## src/rtl/core/rope_pkg.sv

```systemverilog
// Shared types, constants and fp32 helper functions for the rotary position
// embedding block. No dependencies; every other file in rtl/core uses it.
package rope_pkg;

	// Field widths fixed by the request and result formats
	localparam int POS_W   = 11;
	localparam int PAIR_W  = 6;
	localparam int PPH_W   = 7;
	localparam int BF_W    = 16;
	localparam int F32_W   = 32;
	localparam int STAT_W  = 2;
	localparam int TBL_W   = 2 * F32_W;

	// Defaults for the top-level parameters
	localparam int MAX_POSITIONS_DEF = 2048;
	localparam int MAX_PAIRS_DEF     = 64;
	localparam int TBL_DEPTH_DEF     = MAX_POSITIONS_DEF * MAX_PAIRS_DEF;
	localparam logic [PPH_W-1:0] PPH_RESET = 7'd64;

	// Request type codes
	localparam logic REQ_LOAD   = 1'b0;
	localparam logic REQ_ROTATE = 1'b1;

	// Internal arithmetic widths
	localparam int EXP_W = 12;
	localparam int FLD_W = 82;
	localparam int SUM_W = FLD_W + 1;

	localparam logic signed [EXP_W-1:0] E_LSB_F32 = 12'sd150;
	localparam logic signed [EXP_W-1:0] X_OFS     = 12'sd16;
	localparam logic signed [EXP_W-1:0] MAN_TOP   = 12'sd23;
	localparam logic signed [EXP_W-1:0] PROD_TOP  = 12'sd31;
	localparam logic signed [EXP_W-1:0] E_MIN     = -12'sd126;
	localparam logic signed [EXP_W-1:0] E_MAX     = 12'sd127;
	localparam logic signed [EXP_W-1:0] E_BIAS_M1 = 12'sd126;
	localparam logic signed [EXP_W-1:0] SUB_LIM   = 12'sd33;
	localparam logic signed [EXP_W-1:0] FLD_LIM   = 12'sd82;

	localparam logic [F32_W-1:0] F32_QNAN = 32'h7FC0_0000;
	localparam logic [30:0]      F32_INF  = 31'h7F80_0000;
	localparam logic [BF_W-1:0]  BF_QNAN  = 16'h7FC0;
	localparam logic [14:0]      BF_INF   = 15'h7F80;

	typedef enum logic [STAT_W-1:0] {
		ST_ROTATED = 2'd0,
		ST_LOADED  = 2'd1,
		ST_RANGE   = 2'd2
	} rope_status_t;

	typedef struct packed {
		rope_status_t status;
		logic         last;
	} rope_ctrl_t;

	// Unpacked fp32: significand with hidden bit and exponent of its lsb
	typedef struct packed {
		logic                    sgn;
		logic                    nan;
		logic                    inf;
		logic                    zero;
		logic [23:0]             man;
		logic signed [EXP_W-1:0] lsb;
	} f32_t;

	typedef struct packed {
		logic sgn;
		logic nan;
		logic inf;
		logic zero;
	} cls_t;

	// Product term: significand and exponent (of lsb, or of msb once normalised)
	typedef struct packed {
		cls_t                    cls;
		logic [31:0]             m;
		logic signed [EXP_W-1:0] e;
	} term_t;

	// Special outcome of the final add
	typedef struct packed {
		logic nan;
		logic inf;
		logic inf_sgn;
		logic both_zero;
		logic zero_sgn;
	} spec_t;

	function automatic f32_t dec_f32(input logic [F32_W-1:0] b);
		f32_t       r;
		logic [7:0] ee;
		ee = (b[30:23] == 8'd0) ? 8'd1 : b[30:23];
		r.sgn  = b[31];
		r.nan  = (b[30:23] == 8'hFF) && (b[22:0] != 23'd0);
		r.inf  = (b[30:23] == 8'hFF) && (b[22:0] == 23'd0);
		r.zero = (b[30:23] == 8'd0) && (b[22:0] == 23'd0);
		r.man  = {b[30:23] != 8'd0, b[22:0]};
		r.lsb  = signed'(EXP_W'(ee)) - E_LSB_F32;
		return r;
	endfunction

	// Exact product of a bf16 value and an fp32 value
	function automatic term_t mul_term(input f32_t x, input f32_t t, input logic neg);
		term_t r;
		r.cls.sgn  = x.sgn ^ t.sgn ^ neg;
		r.cls.nan  = x.nan | t.nan | (x.inf & t.zero) | (x.zero & t.inf);
		r.cls.inf  = (x.inf | t.inf) & ~r.cls.nan;
		r.cls.zero = (x.zero | t.zero) & ~r.cls.nan;
		r.m        = 32'(x.man[23:16]) * 32'(t.man);
		r.e        = signed'(x.lsb) + X_OFS + signed'(t.lsb);
		return r;
	endfunction

	function automatic logic [5:0] lzc32(input logic [31:0] v);
		logic [5:0] c;
		c = 6'd32;
		for (int i = 0; i < 32; i++) begin
			if (v[i]) c = 6'(31 - i);
		end
		return c;
	endfunction

	function automatic logic [6:0] lzc82(input logic [FLD_W-1:0] v);
		logic [6:0] c;
		c = 7'(FLD_W);
		for (int i = 0; i < FLD_W; i++) begin
			if (v[i]) c = 7'(FLD_W - 1 - i);
		end
		return c;
	endfunction

	// Right shift with the shifted-out bits folded into the lsb
	function automatic logic [FLD_W-1:0] shr_stk(input logic [FLD_W-1:0] v,
			input logic signed [EXP_W-1:0] d);
		logic [2*FLD_W-1:0] w;
		logic [6:0]         s;
		s = (d > FLD_LIM) ? 7'(FLD_W) : 7'(d);
		w = {v, {FLD_W{1'b0}}} >> s;
		return w[2*FLD_W-1:FLD_W] | {{(FLD_W-1){1'b0}}, |w[FLD_W-1:0]};
	endfunction

	// Round a normalised 32-bit significand (msb weight 2^t) plus sticky to
	// fp32, nearest even, with gradual underflow and overflow to infinity
	function automatic logic [30:0] round_f32(input logic [31:0] n, input logic stk,
			input logic signed [EXP_W-1:0] t);
		logic [64:0]             w;
		logic signed [EXP_W-1:0] dd;
		logic [5:0]              d;
		logic                    g;
		logic                    st;
		logic [24:0]             m25;
		logic [30:0]             r;
		dd = E_MIN - t;
		if (t < E_MIN) d = (dd > SUB_LIM) ? 6'd33 : 6'(dd);
		else d = 6'd0;
		w   = {n, 32'd0, stk} >> d;
		g   = w[40];
		st  = |w[39:0];
		m25 = {1'b0, w[64:41]} + 25'(g & (st | w[41]));
		if (t > E_MAX) r = F32_INF;
		else if (t < E_MIN) r = 31'(m25);
		else r = {8'(t + E_BIAS_M1), 23'd0} + 31'(m25);
		return r;
	endfunction

endpackage

```

## src/rtl/core/rope_lane.sv

```systemverilog
// One rotation lane: res = bf16_trunc(fma(x1, ta, +/-round32(x2 * tb))).
// Eight register stages under a common enable. Depends on rope_pkg.
module rope_lane (
	input  logic                      clk,
	input  logic                      en,
	input  logic [rope_pkg::BF_W-1:0]  x1,
	input  logic [rope_pkg::BF_W-1:0]  x2,
	input  logic [rope_pkg::F32_W-1:0] ta,
	input  logic [rope_pkg::F32_W-1:0] tb,
	input  logic                      neg,
	output logic [rope_pkg::BF_W-1:0]  res
);
	import rope_pkg::*;

	term_t pa_d, pb_d, pa_s3, pb_s3;
	term_t na_d, nb_d, na_s4, nb_s4;
	logic [F32_W-1:0] q_d, q_s5;
	term_t na_s5;
	logic [FLD_W-1:0] fa_d, fq_d, fa_s6, fq_s6;
	logic sa_s6, sq_s6;
	logic signed [EXP_W-1:0] t_d, t_s6, t_s7, t_s8, tr_d, tr_s9;
	spec_t sp_d, sp_s6, sp_s7, sp_s8, sp_s9;
	logic [SUM_W-1:0] sum_d, sum_s7;
	logic sg_s7, sg_s8, sg_s9, sg_d;
	logic [FLD_W-1:0] mag_d, mag_s8, sh_d;
	logic [6:0] lz82;
	logic [31:0] n_s9;
	logic stk_s9, zero_s9;
	logic [30:0] rnd_d;
	logic [BF_W-1:0] res_d;
	f32_t dq;
	logic signed [EXP_W-1:0] tq;
	logic [5:0] lza, lzb;

	// Widen, decode and form the two exact products
	always_comb begin
		pa_d = mul_term(dec_f32({x1, 16'h0000}), dec_f32(ta), 1'b0);
		pb_d = mul_term(dec_f32({x2, 16'h0000}), dec_f32(tb), neg);
	end

	always_ff @(posedge clk) begin
		if (en) begin
			pa_s3 <= pa_d;
			pb_s3 <= pb_d;
		end
	end

	// Normalise both products; exponent now refers to the msb
	always_comb begin
		lza = lzc32(pa_s3.m);
		lzb = lzc32(pb_s3.m);
		na_d = pa_s3;
		nb_d = pb_s3;
		na_d.m = pa_s3.m << lza;
		nb_d.m = pb_s3.m << lzb;
		na_d.e = signed'(pa_s3.e) + PROD_TOP - signed'(EXP_W'(lza));
		nb_d.e = signed'(pb_s3.e) + PROD_TOP - signed'(EXP_W'(lzb));
	end

	always_ff @(posedge clk) begin
		if (en) begin
			na_s4 <= na_d;
			nb_s4 <= nb_d;
		end
	end

	// Round the x2 product to fp32
	always_comb begin
		if (nb_s4.cls.nan) q_d = F32_QNAN;
		else if (nb_s4.cls.inf) q_d = {nb_s4.cls.sgn, F32_INF};
		else if (nb_s4.cls.zero) q_d = {nb_s4.cls.sgn, 31'd0};
		else q_d = {nb_s4.cls.sgn, round_f32(nb_s4.m, 1'b0, signed'(nb_s4.e))};
	end

	always_ff @(posedge clk) begin
		if (en) begin
			q_s5  <= q_d;
			na_s5 <= na_s4;
		end
	end

	// Classify the sum and align both terms to the larger exponent
	always_comb begin
		dq = dec_f32(q_s5);
		tq = signed'(dq.lsb) + MAN_TOP;
		sp_d.nan = na_s5.cls.nan | dq.nan |
			(na_s5.cls.inf & dq.inf & (na_s5.cls.sgn != dq.sgn));
		sp_d.inf = ~sp_d.nan & (na_s5.cls.inf | dq.inf);
		sp_d.inf_sgn = na_s5.cls.inf ? na_s5.cls.sgn : dq.sgn;
		sp_d.both_zero = na_s5.cls.zero & dq.zero;
		sp_d.zero_sgn = na_s5.cls.sgn & dq.sgn;
		if (na_s5.cls.zero) t_d = tq;
		else if (dq.zero) t_d = signed'(na_s5.e);
		else t_d = (signed'(na_s5.e) > tq) ? signed'(na_s5.e) : tq;
		fa_d = shr_stk({1'b0, na_s5.cls.zero ? 32'd0 : na_s5.m, 49'd0},
			t_d - signed'(na_s5.e));
		fq_d = shr_stk({1'b0, dq.man, 57'd0}, t_d - tq);
	end

	always_ff @(posedge clk) begin
		if (en) begin
			fa_s6 <= fa_d;
			fq_s6 <= fq_d;
			sa_s6 <= na_s5.cls.sgn;
			sq_s6 <= dq.sgn;
			t_s6  <= t_d;
			sp_s6 <= sp_d;
		end
	end

	// Add or subtract the aligned terms
	always_comb begin
		if (sa_s6 == sq_s6) sum_d = {1'b0, fa_s6} + {1'b0, fq_s6};
		else sum_d = {1'b0, fa_s6} - {1'b0, fq_s6};
	end

	always_ff @(posedge clk) begin
		if (en) begin
			sum_s7 <= sum_d;
			sg_s7  <= sa_s6;
			t_s7   <= t_s6;
			sp_s7  <= sp_s6;
		end
	end

	// Take the magnitude of a negative difference
	always_comb begin
		if (sum_s7[SUM_W-1]) begin
			mag_d = FLD_W'(-sum_s7);
			sg_d  = ~sg_s7;
		end else begin
			mag_d = sum_s7[FLD_W-1:0];
			sg_d  = sg_s7;
		end
	end

	always_ff @(posedge clk) begin
		if (en) begin
			mag_s8 <= mag_d;
			sg_s8  <= sg_d;
			t_s8   <= t_s7;
			sp_s8  <= sp_s7;
		end
	end

	// Normalise the sum
	always_comb begin
		lz82 = lzc82(mag_s8);
		sh_d = mag_s8 << lz82;
		tr_d = t_s8 + 12'sd1 - signed'(EXP_W'(lz82));
	end

	always_ff @(posedge clk) begin
		if (en) begin
			n_s9    <= sh_d[FLD_W-1:FLD_W-32];
			stk_s9  <= |sh_d[FLD_W-33:0];
			zero_s9 <= (mag_s8 == '0);
			tr_s9   <= tr_d;
			sg_s9   <= sg_s8;
			sp_s9   <= sp_s8;
		end
	end

	// Round once to fp32, then drop the low half
	always_comb begin
		rnd_d = round_f32(n_s9, stk_s9, tr_s9);
		if (sp_s9.nan) res_d = BF_QNAN;
		else if (sp_s9.inf) res_d = {sp_s9.inf_sgn, BF_INF};
		else if (zero_s9) res_d = {sp_s9.both_zero & sp_s9.zero_sgn, 15'd0};
		else res_d = {sg_s9, rnd_d[30:16]};
	end

	always_ff @(posedge clk) begin
		if (en) res <= res_d;
	end
endmodule

```

## config.mk

```make
export PLATFORM = sky130hd
export DESIGN_NAME = rope_lane
export DESIGN_NICKNAME = d
export VERILOG_FILES = /design/src/rtl/core/rope_pkg.sv /design/src/rtl/core/rope_lane.sv
export SDC_FILE = /design/constraint.sdc
export NUM_CORES = 2
export LEC_CHECK = 0
export BUFFER_PORTS_ARGS = -buffer_cell sky130_fd_sc_hd__buf_2
export CORE_MARGIN = 2
export CORE_UTILIZATION = 60
export CTS_CLUSTER_DIAMETER = 60
export DETAILED_ROUTE_END_ITERATION = 7
export PLACE_DENSITY_LB_ADDON = 0.1
export RECOVER_POWER = 50
export SYNTH_ARGS = -nofsm -noshare
export SYNTH_HDL_FRONTEND = slang
export SYNTH_SLANG_ARGS = --single-unit
```

## constraint.sdc

```tcl
create_clock -name clk -period 16.15 [get_ports clk]
set_input_delay 1.615 -clock clk [delete_from_list [all_inputs] [get_ports clk]]
set_output_delay 1.615 -clock clk [all_outputs]
set_load 0.01 [all_outputs]
```

## Yosys cells after proc, flatten, opt, wreduce, memory -nomap -nowiden

Cells that the tools add are included.

| operators by class | value |
|---|---|
| mux-type cells | 176 |
| add/subtract/negate cells | 29 |
| shift-type cells | 7 |
| multiply operators | 2 |
| reductions and logical operators | 45 |
| $lt $le $gt $ge | 9 |
| equality and inequality tests | 7 |
| bitwise gates (word level) | 40 |

Operators with widths:

| kind | count |
|---|---|
| $mux W7 | 83 |
| $mux W6 | 71 |
| $shr A163 B7 Y164 | 2 |
| $or A82 B1 Y82 | 2 |
| $reduce_or A82 Y1 | 2 |
| $mux W31 | 5 |
| $shr A65 B6 Y65 | 2 |
| $add A82 B82 Y83 | 1 |
| $mux W83 | 1 |
| $sub A82 B82 Y83 | 1 |
| $logic_not A82 Y1 | 1 |
| $mux W82 | 1 |
| $neg A82 Y82 | 1 |
| $shl A82 B7 Y82 | 1 |
| $reduce_or A40 Y1 | 2 |
| $logic_not A23 Y1 | 3 |
| $reduce_bool A23 Y1 | 3 |
| $mul A8 B24 Y32 | 2 |
| $shl A32 B6 Y32 | 2 |
| $add A31 B25 Y31 | 2 |
| $add A24 B1 Y25 | 2 |
| $reduce_or A50 Y1 | 1 |
| $gt A12 B8 Y1 const B | 4 |
| $sub A8 B8 Y9 const B | 5 |
| 34 further kinds | 115 |

| word-level totals | value |
|---|---|
| input port bits | 99 |
| bits in registers | 724 |
| output and inout bits | 16 |
| word-level logic and storage cells | 387 |

## Depth between registers and ports, before layout

| depth | value |
|---|---|
| depth after elaboration | 84 |
| gate-level depth with buffers | 38 |
| gate-level depth less buffers | 34 |

## Least setup slack after synthesis

OpenSTA, ideal clock, no wires.

| path | value |
|---|---|
| kind | register to register |
| start | reg q_s5[25] |
| end | reg fa_s6[0], data pin |
| library setup time | 0.277 ns |
| buffers on the path | 4 |
| data arrival time | 8.262 ns |
| cell stages (with the launch flop) | 37 |
| period minus slack after synthesis | 8.539 ns |
| setup slack | 7.611 ns |
| cell sequence | edfxtp_1 clkbuf_1 ha_1 nor2b_1 nand3_1 and2_1 mux2_2 o32ai_1 xnor2_1 ha_1 nand3_1 or4_1 o2111ai_1 a21oi_1 nor2_1 nand2_1 o21ai_0 inv_1 fa_1 nand2b_1 a21oi_1 xor2_1 a22oi_1 o22a_2 and3_1 buf_2 buf_2 buf_2 o211ai_1 a21oi_1 a221oi_1 o221ai_1 o21ai_0 or4b_1 or4_1 a22oi_1 a41oi_1 |

| between the ends | value |
|---|---|
| longest elaborated chain between the ends | 14 |

Ends and longest elaborated chain:

| element | line | source |
|---|---|---|
| start, declared | rope_lane.sv:17 | `logic [F32_W-1:0] q_d, q_s5;` |
| start signal, assigned | rope_lane.sv:77 | `q_s5 <= q_d;` |
| $logic_not A8 Y1 | rope_pkg.sv:91, rope_pkg.sv:95 |  |
| $mux W8 | rope_pkg.sv:91 | `ee = (b[30:23] == 8'd0) ? 8'd1 : b[30:23];` |
| $sub A8 B8 Y9 | rope_pkg.sv:97 | `r.lsb = signed'(EXP_W'(ee)) - E_LSB_F32;` |
| $add A9 B6 Y10 | rope_lane.sv:85 | `tq = signed'(dq.lsb) + MAN_TOP;` |
| $gt A12 B10 Y1 | rope_lane.sv:94 | `else t_d = (signed'(na_s5.e) > tq) ? signed'(na_s5.e) : tq;` |
| $mux W12 | rope_lane.sv:94 |  |
| $mux W12 | rope_lane.sv:93 | `else if (dq.zero) t_d = signed'(na_s5.e);` |
| $mux W12 * | rope_lane.sv:92 | `if (na_s5.cls.zero) t_d = tq;` |
| net t_d[1] | rope_lane.sv:21 | `logic signed [EXP_W-1:0] t_d, t_s6, t_s7, t_s8, tr_d, tr_s9;` |
| $sub A12 B12 Y12 * | rope_lane.sv:96 | `t_d - signed'(na_s5.e));` |
| $gt A12 B8 Y1 | rope_pkg.sv:136 | `s = (d > FLD_LIM) ? 7'(FLD_W) : 7'(d);` |
| $mux W7 * | rope_pkg.sv:136 |  |
| $shr A163 B7 Y164 * | rope_pkg.sv:137 | `w = {v, {FLD_W{1'b0}}} >> s;` |
| $reduce_or A82 Y1 | rope_pkg.sv:138 | `return w[2*FLD_W-1:FLD_W] \| {{(FLD_W-1){1'b0}}, \|w[FLD_W-1:0]};` |
| $or A82 B1 Y82 * | rope_pkg.sv:138 |  |
| net fa_d[0] | rope_lane.sv:19 | `logic [FLD_W-1:0] fa_d, fq_d, fa_s6, fq_s6;` |
| end signal, assigned | rope_lane.sv:102 | `fa_s6 <= fa_d;` |
| end, declared | rope_lane.sv:19 |  |

Mark *: on every way through the listed nets, which the timed path passes. The rest lies on a longest branch.
A chain may end at the register's enable or synchronous reset.

## Final worst setup path

| path | value |
|---|---|
| start | in en |
| end | reg na_s5[12] (netlist name), enable pin |

RTL lines:

| element | line | source |
|---|---|---|
| start, declared | rope_lane.sv:5 | `input logic en,` |
| end signal, assigned | rope_lane.sv:78 | `na_s5 <= na_s4;` |
| end, declared | rope_lane.sv:18 | `term_t na_s5;` |

No word-level cell between the ends.

==> results.cfg <==
[routing]
totalWireLength_um = 196300
dr.pass1.iters = 8
drc = 0
ant_nets = 0
vias = 55800
drt_iter0_drc = 5723
drt-vias-per-instance = 6.434
routedWlPerCell_um = 22.63

[sta]
final-setup-viol-count = 0
rsz0062_at_grt = false
period_needed_ns = 12.08
worst_pin_slew_ns = 8.751
finalSetupTns_ns = 0
fmax_mhz = 82.75
slew_violations = 785
whs_ns = 0.4095
relSlewSlack = -4.834
finClkSkew_ns = 0.04268
post-route-period-util = 0.7483
hold_violations = 0

[grt]
met2_usage = 0.5780
grt.overflow.total = 0
antenna_found_initial = 2
grt.busiest_layer = met2
globalRouteMet3Util = 0.05179
use_met1 = 0.4212
grt_usage = 0.3435
grt_max_degree = 179
grt_first_pass_wirelength_um = 305400
grt_pass1_vias = 53740

[synthesis]
yosysWarnings = 0
syn-num-nets = 7918
syn-mean-instance-area_um2 = 9.173
ys.flop_type = edfxtp_1
yosysSeqAreaShare = 0.3231
syn-instance-count = 7214
ys_async_sr_fraction = 0
netlist_area_um2 = 66180
synth_edf_count = 712
synth.distinct_cells = 110
ys_ff_latch = 712

[critical_path]
worstPathCellList = clkbuf_1 -> clkbuf_1
arrival_ns = 12.09
worst-r2r-cell-count = 29
crit_top_cell = clkbuf_1
max_stage_delay_ns = 6.41
worst-path-buf-inv = 2
cp_max_fo = 178
crit_family = buffers and inverters
critPathCaptureType = flop
cp.required_ns = 16.16
rr_startpoint = q_s5[25]
start_kind = input port
crit_slowest_cell = clkbuf_1
timing_worst_setup_path_type = input port to flop
rrSetupSlack_ns = 5.21
r2r-end = fa_s6[0]
crit_start = en

[outcome]
outcome = finished, violations left
violations = capacitance limit, slew limit

[clock_network]
post_cts_resized = 0
cts_made_buffers = 81
root_buffer = clkbuf_16
cts.clk_slew.worst_paths_ns = 0.06
h-tree-depth = 3
numClockSinks = 712
postCtsSetupBuffers = 0
cts-hold-fix-buffers = 0
insertion_delay_ns = 0.69
cts_tree = yes
clockBufferDepth = 3

[cells_and_area]
final-seq-area_um2 = 21380
antenna_cells = 0
final_area_um2 = 70540
final_layout_size_suffix_gt1_frac = 0.06503
multiInputGateArea_um2 = 41810
syn_to_final_growth_pct = 6.591
finalNetCount = 7835
n_fill_cell = 8986
post-route-util = 0.6462

[floorplan]
core_area_um2 = 109200
num_rows = 121
dieArea_um2 = 113000
die_h_um = 336.1
initial_core_util = 0.6063
io_pins = 115
fp.dieW_um = 336.1

[place]
placement.cell_area_um2 = 67960
post-dp-hpwl_um = 151000
port_buffers = 114
place_congestion = 1.023

[min_path]
min_to = na_s5[44]
hp-start = na_s4[44]
worstHoldPathType = flop to flop
hold_depth = 0

[flow_run]
drv_cap = 11
[Yosys cell counts, types with 31 or more instances]
cell type,number,area share
nand2_1,736,0.042
edfxtp_1,712,0.32
nor2_1,637,0.036
a21oi_1,454,0.034
inv_1,431,0.024
mux2i_1,408,0.062
o21ai_0,369,0.028
ha_1,331,0.063
xnor2_1,302,0.040
clkbuf_1,283,0.016
fa_1,274,0.083
and2_1,224,0.021
nor3_1,171,0.013
nand3_1,161,0.012
xor2_1,123,0.016
a21o_1,104,0.012
nor4_1,99,0.0094
o31ai_1,88,0.010
a211oi_1,80,0.0091
o22ai_1,66,0.0062
mux2_2,65,0.011
nand2b_1,63,0.0060
or3_1,60,0.0057
a31oi_1,59,0.0056
nor2b_1,59,0.0056
o211ai_1,58,0.0066
buf_1,55,0.0031
nand4_1,54,0.0051
and3_1,52,0.0049
o21a_1,49,0.0056
o21bai_1,47,0.0053
a22oi_1,34,0.0039
or4_1,31,0.0035
[layout make-up]
cell class	instances	area share
clock buffer	91	0.02927
clock inverter	58	0.008940
inverter	438	0.02331
multi-input combinational	5697	0.5928
sequential	712	0.3031
tap	1476	0.02618
timing repair buffer	201	0.01643
[layout by cell type, fill, tap and decap left out, drive strengths merged, types with 66 or more instances in the layout]
master / instances
nand2: 736
edfxtp: 712
nor2: 637
a21oi: 455
inv: 449
mux2i: 409
o21ai: 380
ha: 331
xnor2: 302
fa: 274
and2: 227
nor3: 173
buf: 169
nand3: 162
xor2: 124
clkbuf: 123
a21o: 104
nor4: 101
o31ai: 90
a211oi: 81
o22ai: 66
mux2: 66
[how the worst max path moves through the flow]
stage / to / slack (ns) / depth (start not counted)
after floorplan: fa_s6[0] / 7.61 / 36
after global placement: fa_s6[0] / 5.83 / 33
after detailed placement: fa_s6[0] / 5.60 / 29
after CTS: fa_s6[0] / 5.56 / 29
after global routing: na_s5[12] / 2.77 / 2
final: na_s5[12] / 4.07 / 2
[sequential cells by signal, summed over array words and instances, names as in the netlist, 43 cells and up]
signal  count
mag_s8     82
pb_s3      43
na_s5      48
pa_s3      43
fa_s6      81
nb_s4      48
fq_s6      81
sum_s7     83
na_s4      48
[per-layer routing]
metal	vias to the layer above	routed length [um]
li1	26080	-
met1	26650	76190
met2	2453	94190
met3	616	13320
met4	2	12550
met5	-	10
[through the flow]
step / std cells / setup WS, ns
finish: 8673 / 4.065
global route: 8673 / 2.774
CTS: 8673 / 5.556
detailed placement: 8524 / 5.596
global placement: 8524 / 5.832
floorplan: 7214 / 7.611
[cell families after synthesis]
logic type                 after synthesis  synth area share
and+or+nand+nor                       2441            0.1758
AOI/OAI and AO/OA                     1722            0.1691
buffers and inverters                  805           0.04689
DFF                                    712            0.3231
adders and majority gates              605            0.1455
muxes                                  503           0.08313
xor gates and xnor gates               426           0.05649
Power is left out: the tool's default activity adds up to more than one toggle a clock period on the data nets, which glitch-free logic cannot reach.
